File: config.mk
export PLATFORM = sky130hd
export DESIGN_NAME = btc_front
export DESIGN_NICKNAME = d
export VERILOG_FILES = /design/src/hw/rtl/btc_pkg.sv /design/src/hw/rtl/btc_front.sv
export SDC_FILE = /design/constraint.sdc
export NUM_CORES = 1
export LEC_CHECK = 0
export ABC_AREA = 0
export BUFFER_PORTS_ARGS = -buffer_cell sky130_fd_sc_hd__buf_2
export CAP_MARGIN = 30
export CORE_UTILIZATION = 23
export DETAILED_ROUTE_END_ITERATION = 10
export GPL_TIMING_DRIVEN = 0
export PLACE_DENSITY = 0.4
export REMOVE_ABC_BUFFERS = 1
export SYNTH_ARGS = -nofsm -noshare
export SYNTH_HDL_FRONTEND = slang
export SYNTH_SLANG_ARGS = --single-unit
File: constraint.sdc
create_clock -name clk -period 4.2 [get_ports clk]
set_clock_uncertainty 0.2 [all_clocks]
set_input_delay 0 -clock clk [delete_from_list [all_inputs] [get_ports clk]]
set_output_delay 0 -clock clk [all_outputs]
set_load 0.05 [all_outputs]
File: src/hw/rtl/btc_pkg.sv
// shared types and constants for the boosted tree cascade scorer
// no dependencies
package btc_pkg;
  localparam int TREES_DEF          = 4096;
  localparam int NODES_PER_TREE_DEF = 63;
  localparam int FEATURE_WORDS_DEF  = 131072;
  localparam int CHANNELS_DEF       = 10;
  localparam int MODEL_ROWS_DEF     = 32;
  localparam int MODEL_COLS_DEF     = 16;

  localparam logic [1:0] REQ_NODE = 2'd0;
  localparam logic [1:0] REQ_FEAT = 2'd1;
  localparam logic [1:0] REQ_EVAL = 2'd2;
  localparam logic [1:0] REQ_NONE = 2'd3;

  localparam logic [2:0] CFG_THRESH = 3'd0;
  localparam logic [2:0] CFG_DEPTH  = 3'd1;
  localparam logic [2:0] CFG_COUNT  = 3'd2;
  localparam logic [2:0] CFG_HEIGHT = 3'd3;
  localparam logic [2:0] CFG_WIDTH  = 3'd4;
  localparam logic [2:0] CFG_STEP   = 3'd5;

  // command queued between front and back
  typedef struct packed {
    logic [1:0]  req;
    logic [17:0] node_index;
    logic [15:0] thr;
    logic [15:0] leaf;
    logic [12:0] fid;
    logic [5:0]  child;
    logic [16:0] faddr;
    logic [15:0] fval;
    logic [9:0]  row;
    logic [9:0]  col;
  } cmd_t;

  typedef enum logic [3:0] {
    ST_IDLE, ST_BASE, ST_TREE, ST_NODE_RD, ST_NODE_WT, ST_FEAT_A,
    ST_FEAT_B, ST_FEAT_RD, ST_FEAT_WT, ST_DECIDE, ST_LEAF, ST_DONE
  } state_t;
endpackage

File: src/hw/rtl/btc_front.sv
// front end: takes commands, drops unknown codes, two-entry queue to the back end
// depends on btc_pkg
module btc_front
  import btc_pkg::*;
(
  input  logic        clk,
  input  logic        rst_n,
  input  logic        start,
  output logic        busy,
  input  cmd_t        cmd_in,
  output logic        q_valid,
  output cmd_t        q_cmd,
  input  logic        q_pop
);
  cmd_t       ent_r [2];
  logic       rd_r, rd_nxt, wr_r, wr_nxt;
  logic [1:0] cnt_r, cnt_nxt;
  logic       push;

  // queue is full at two entries; unknown codes are dropped at the door
  assign busy    = (cnt_r == 2'd2);
  assign push    = start && !busy && (cmd_in.req != REQ_NONE);
  assign q_valid = (cnt_r != 2'd0);
  assign q_cmd   = ent_r[rd_r];

  always_comb begin
    rd_nxt  = rd_r ^ q_pop;
    wr_nxt  = wr_r ^ push;
    cnt_nxt = cnt_r + {1'b0, push} - {1'b0, q_pop};
  end

  // pointers and count
  always_ff @(posedge clk) begin
    if (!rst_n) begin
      rd_r  <= 1'b0;
      wr_r  <= 1'b0;
      cnt_r <= 2'd0;
    end else begin
      rd_r  <= rd_nxt;
      wr_r  <= wr_nxt;
      cnt_r <= cnt_nxt;
    end
  end

  // queue storage
  always_ff @(posedge clk) begin
    if (push) begin
      ent_r[wr_r] <= cmd_in;
    end
  end
endmodule

==> flow_summary.ini, run 1 <==
[synthesis]
synth.distinct_cells = 17
synth_area_sq_um = 9440
ys_seq_area_share_pct = 79.95
syn_area_per_cell_sq_um = 23.03
synth_cells = 410
yosys_warnings = 0
yosys_register_bits = 253

[outcome]
outcome = aborted with a tool error
lastStage = clock tree synthesis
tool.error = [ERROR RSZ-0060] Max buffer count reached.

[place]
portBuffers = 253
dp_cells = 1180
place_hpwl_mm = 13.48
gp_congestion = 0.6761

[clock_tree]
cts_resized = 0
cts_max_path_buffers = 3
cts_sinks = 253
postCtsSetupBuffers = 0
hold_buffers = 248
cts_made_buffers = 30
htree_levels = 1
root_buffer = clkbuf_16

[die]
die_h_um = 204.6
num_io_pins = 254
chipWidth_um = 204.6
start_util_pct = 23.54
placementRows = 73
[cells by family after synthesis]
kind of cell	Yosys count	share of synthesized area (%)
simple gates	10	0.6230
mux	124	17.18
xor+xnor	2	0.3313
buf+inv	17	1.392
flops	253	79.95
fa+ha+maj	4	0.5302
[Yosys cell counts]
cell / n / area share (%)
edfxtp_1: 248 / 79
mux2_2: 64 / 7.6
mux2_4: 60 / 9.5
buf_6: 8 / 0.95
buf_2: 6 / 0.32
dfxtp_1: 5 / 1.1
ha_1: 4 / 0.53
and2_1: 3 / 0.20
inv_1: 3 / 0.12
nor2b_1: 2 / 0.13
and3_1: 1 / 0.066
nand2_1: 1 / 0.040
nand2b_1: 1 / 0.066
nand3_1: 1 / 0.053
or2_2: 1 / 0.066
xnor3_1: 1 / 0.24
xor2_1: 1 / 0.093
[metrics by stage]
step / TNS, ns / util, % / hold WS (ns) / instance area [sq um] / setup slack [ns]
detailed placement: 0 / 28.49 / -0.008123 / 11420 / 1.872
global placement: -757.41 / 28.04 / -0.01311 / 11240 / -2.529
floorplan: -75.97 / - / -0.1011 / 9320 / -0.6127
==> run 2: changes to the inputs <==
Settings changed: CORE_UTILIZATION 23 to 20, PLACE_DENSITY 0.4 to default, PLACE_DENSITY_LB_ADDON from default to 0.15.
Clock period 4.2 ns to 5.45 ns, I/O delays scaled along.
==> flow_summary.ini, run 2 <==
[setup_path]
max_stage_delay_ns = 0.75
reg2reg_depth = 4
critPathRequiredTime_ns = 5.25
critPathLaunchType = flop
crit_arrival_ns = 2.38
crit_buf_inv = 2
cp-end-kind = output port
criticalPathCategory = flop to output port
r2r-start = cnt_r[0]$_SDFF_PN0_
worst_r2r_endpoint = ent_r[0][110]$_DFFE_PP_
cp_cell_sequence = buf_16, mux2_2, buf_2
slowest_stage = dfxtp_4
cp_max_fo = 45
path_depth = 3
worst_path_dominant_cell_family = flip-flops
r2r_setup_slack_ns = 3.24

[clock_tree]
cts_made_buffers = 31
clk_pin_slew_ns = 0.05
clock_latency_ns = 0.56
root_buffer = clkbuf_16
cts_max_path_buffers = 3
htree_levels = 1
cts_sinks = 253
cts_tree = built
cts_resized = 0

[synthesis]
synth.mux.area_fraction_pct = 17.18
ys_seq_area_share_pct = 79.95
synthAdderAreaFrac_pct = 0.5302
yosys.area_share.simple_pct = 0.6229
synth_xor_area_share_pct = 0.3313
syn_area_per_cell_sq_um = 23.03
synth_cells = 410
yosys_register_bits = 253
synth.distinct_cells = 17
synth_compound_area_share_pct = 0
ys.flop_type = edfxtp_1
synthTopCellsByCount = 248 x edfxtp_1, 64 x mux2_2, 60 x mux2_4
synth.area.top_cells = edfxtp_1 79%, mux2_4 9.5%, mux2_2 7.6%, dfxtp_1 1.1%, buf_6 0.95%
synth_top_area_cell = edfxtp_1
synth_top_family_by_area = multiplexers
synth_async_sr_flop_share_pct = 0
synth_top_area_share_pct = 78.89
yosys_warnings = 0
synth_area_sq_um = 9440
synth_edf_count = 248
synth_most_common_cell = edfxtp_1

[timing]
setup_viol_count_final = 0
layout_min_cycle_time_ns = 2.575
slew_headroom_pct = 55.33
setup_slack_ns = 2.875
rsz0062_at_grt = no
max_freq_mhz = 388.3
finalCritPeriodShare_pct = 47.26
tightest_slew_ns = 0.6701
hold_viol = 0
maxSlewViolCount = 0
tns_ns = 0

[worst_hold_path]
hp-start = rst_n
hold_class = input pin to flop
holdPathStages = 3

[cells_and_area]
largest_reg_flops = 248
drive_gt1_share_pct = 44.49
nNetsFinal = 1072
regMostFlops = ent_r
top_regs = ent_r: 248 flops, cnt_r: 2 flops
stdcell_count = 1570
area_delta_synth_final_pct = 59.60
mostFrequentLayoutCells = 253 x buf_2, 252 x dlygate4sd3_1, 248 x edfxtp_1
final_common_cell = buf_2
final_area_sq_um = 15070

[route]
first_pass_iters = 4
wl_per_cell_um = 13.84
drc = 0
vias = 5628
via_per_inst = 3.585
finalWirelength_mm = 21.73
drt_iter0_drc = 139
antenna_left = 0

[place]
postPlaceCellArea_sq_um = 11540
post-place-ws_ns = 3.170
gp_congestion = 0.6440
dp_cells = 1262
place_hpwl_mm = 12.98
portBuffers = 253

[power]
finalPower_mw = 5.785
switching_power_mw = 1.689
peakVddDrop_v = 0.0002290
power.leakage_nw = 5.720
cellPowerDensity_nw_per_um2 = 383.9
clock_power_share_pct = 35.1
netSwitchingFraction_pct = 29.20
intPower_mw = 4.095
seq_power_share_pct = 42.0
p_comb_share_pct = 22.9

[die]
die-area_sq_um = 48070
core_sq_um = 46560
chipWidth_um = 219.3
die_h_um = 219.3
start_util_pct = 20.28
placementRows = 79
num_io_pins = 254

[job]
cap_violations = 0

[outcome]
outcome = finished, final reports clean

[global_route]
grtUsageTotal_pct = 8.710
antenna_found_initial = 1
grt_pass1_wl_mm = 32.29
grt_pass1_vias = 5834
grt_max_degree = 55
grt_overflow_total = 0
==> run 2: timing repair <==
item / 4_1_cts / 5_1_grt
hold buffers: 252 / 0
hold endpoints to repair: 253 / 0
setup buffers: 0 / 0
==> run 2: final cells by class <==
type | instances | area, sq um
multi-input cells | 140 | 1787
fillers | 4667 | 31490
flip-flops and latches | 253 | 7551
clock inverters | 14 | 168.9
clock buffers | 41 | 833.3
inverters | 3 | 11.26
repair buffers | 511 | 3954
well taps | 607 | 759.5
diodes | 1 | 2.502
==> run 2: routing by layer <==
metal | GRT usage, % | vias to the layer above | routed length (um)
met3 | 2.814 | 38 | 1620
met4 | 3.426 | 0 | 597
met5 | 0 | - | 0
met2 | 14.71 | 146 | 10510
li1 | - | 2695 | -
met1 | 10.17 | 2749 | 8992
==> run 2: worst reg2reg max path, delay by kind of cell, from the launching register on <==
family	cells	cell delay [ns]
adder cells (fa/ha/maj)	1	0.54
AND/OR/NAND/NOR	2	0.42
buffers and inverters	1	0.36
flip-flops	1	0.33
==> run 2: cell families (layout without fill, tap and decap cells) <==
logic type,Yosys count,in the layout
other,0,1
DFF,253,253
xor gates and xnor gates,2,2
buffers and inverters,17,569
muxes,124,124
adders and majority gates,4,4
and+or+nand+nor,10,10
==> run 2: through the flow <==
| step | hold slack (ns) | util (%) |
|---|---|---|
| after floorplan | -0.1011 | - |
| after global placement | -0.01020 | 24.37 |
| after detailed placement | -0.008806 | 24.79 |
| after CTS | 0.007322 | 32.36 |
| after global routing | 0.04987 | 32.36 |
| final | 0.06838 | 32.36 |
==> run 2: power by group through the flow <==
stage                     registers [mW]  clock network [mW]  logic, mW
after floorplan                     2.50                   0      0.877
after detailed placement            2.47                   0       1.21
after CTS                           2.43                2.13       1.36
after global routing                2.45                2.19       1.41
after global placement              2.56                   0       1.19
final                               2.43                2.03       1.33
==> run 2: worst max-delay path by stage <==
stage | to | slack, ns
after CTS | q_cmd[8] | 2.77
final | q_cmd[56] | 2.87
after detailed placement | ent_r[0][0]$_DFFE_PP_ | 3.17
after global routing | q_cmd[19] | 2.73
after floorplan | q_cmd[0] | 0.64
after global placement | q_cmd[9] | -2.06
Note: power is estimated with default switching activity, not from simulation.
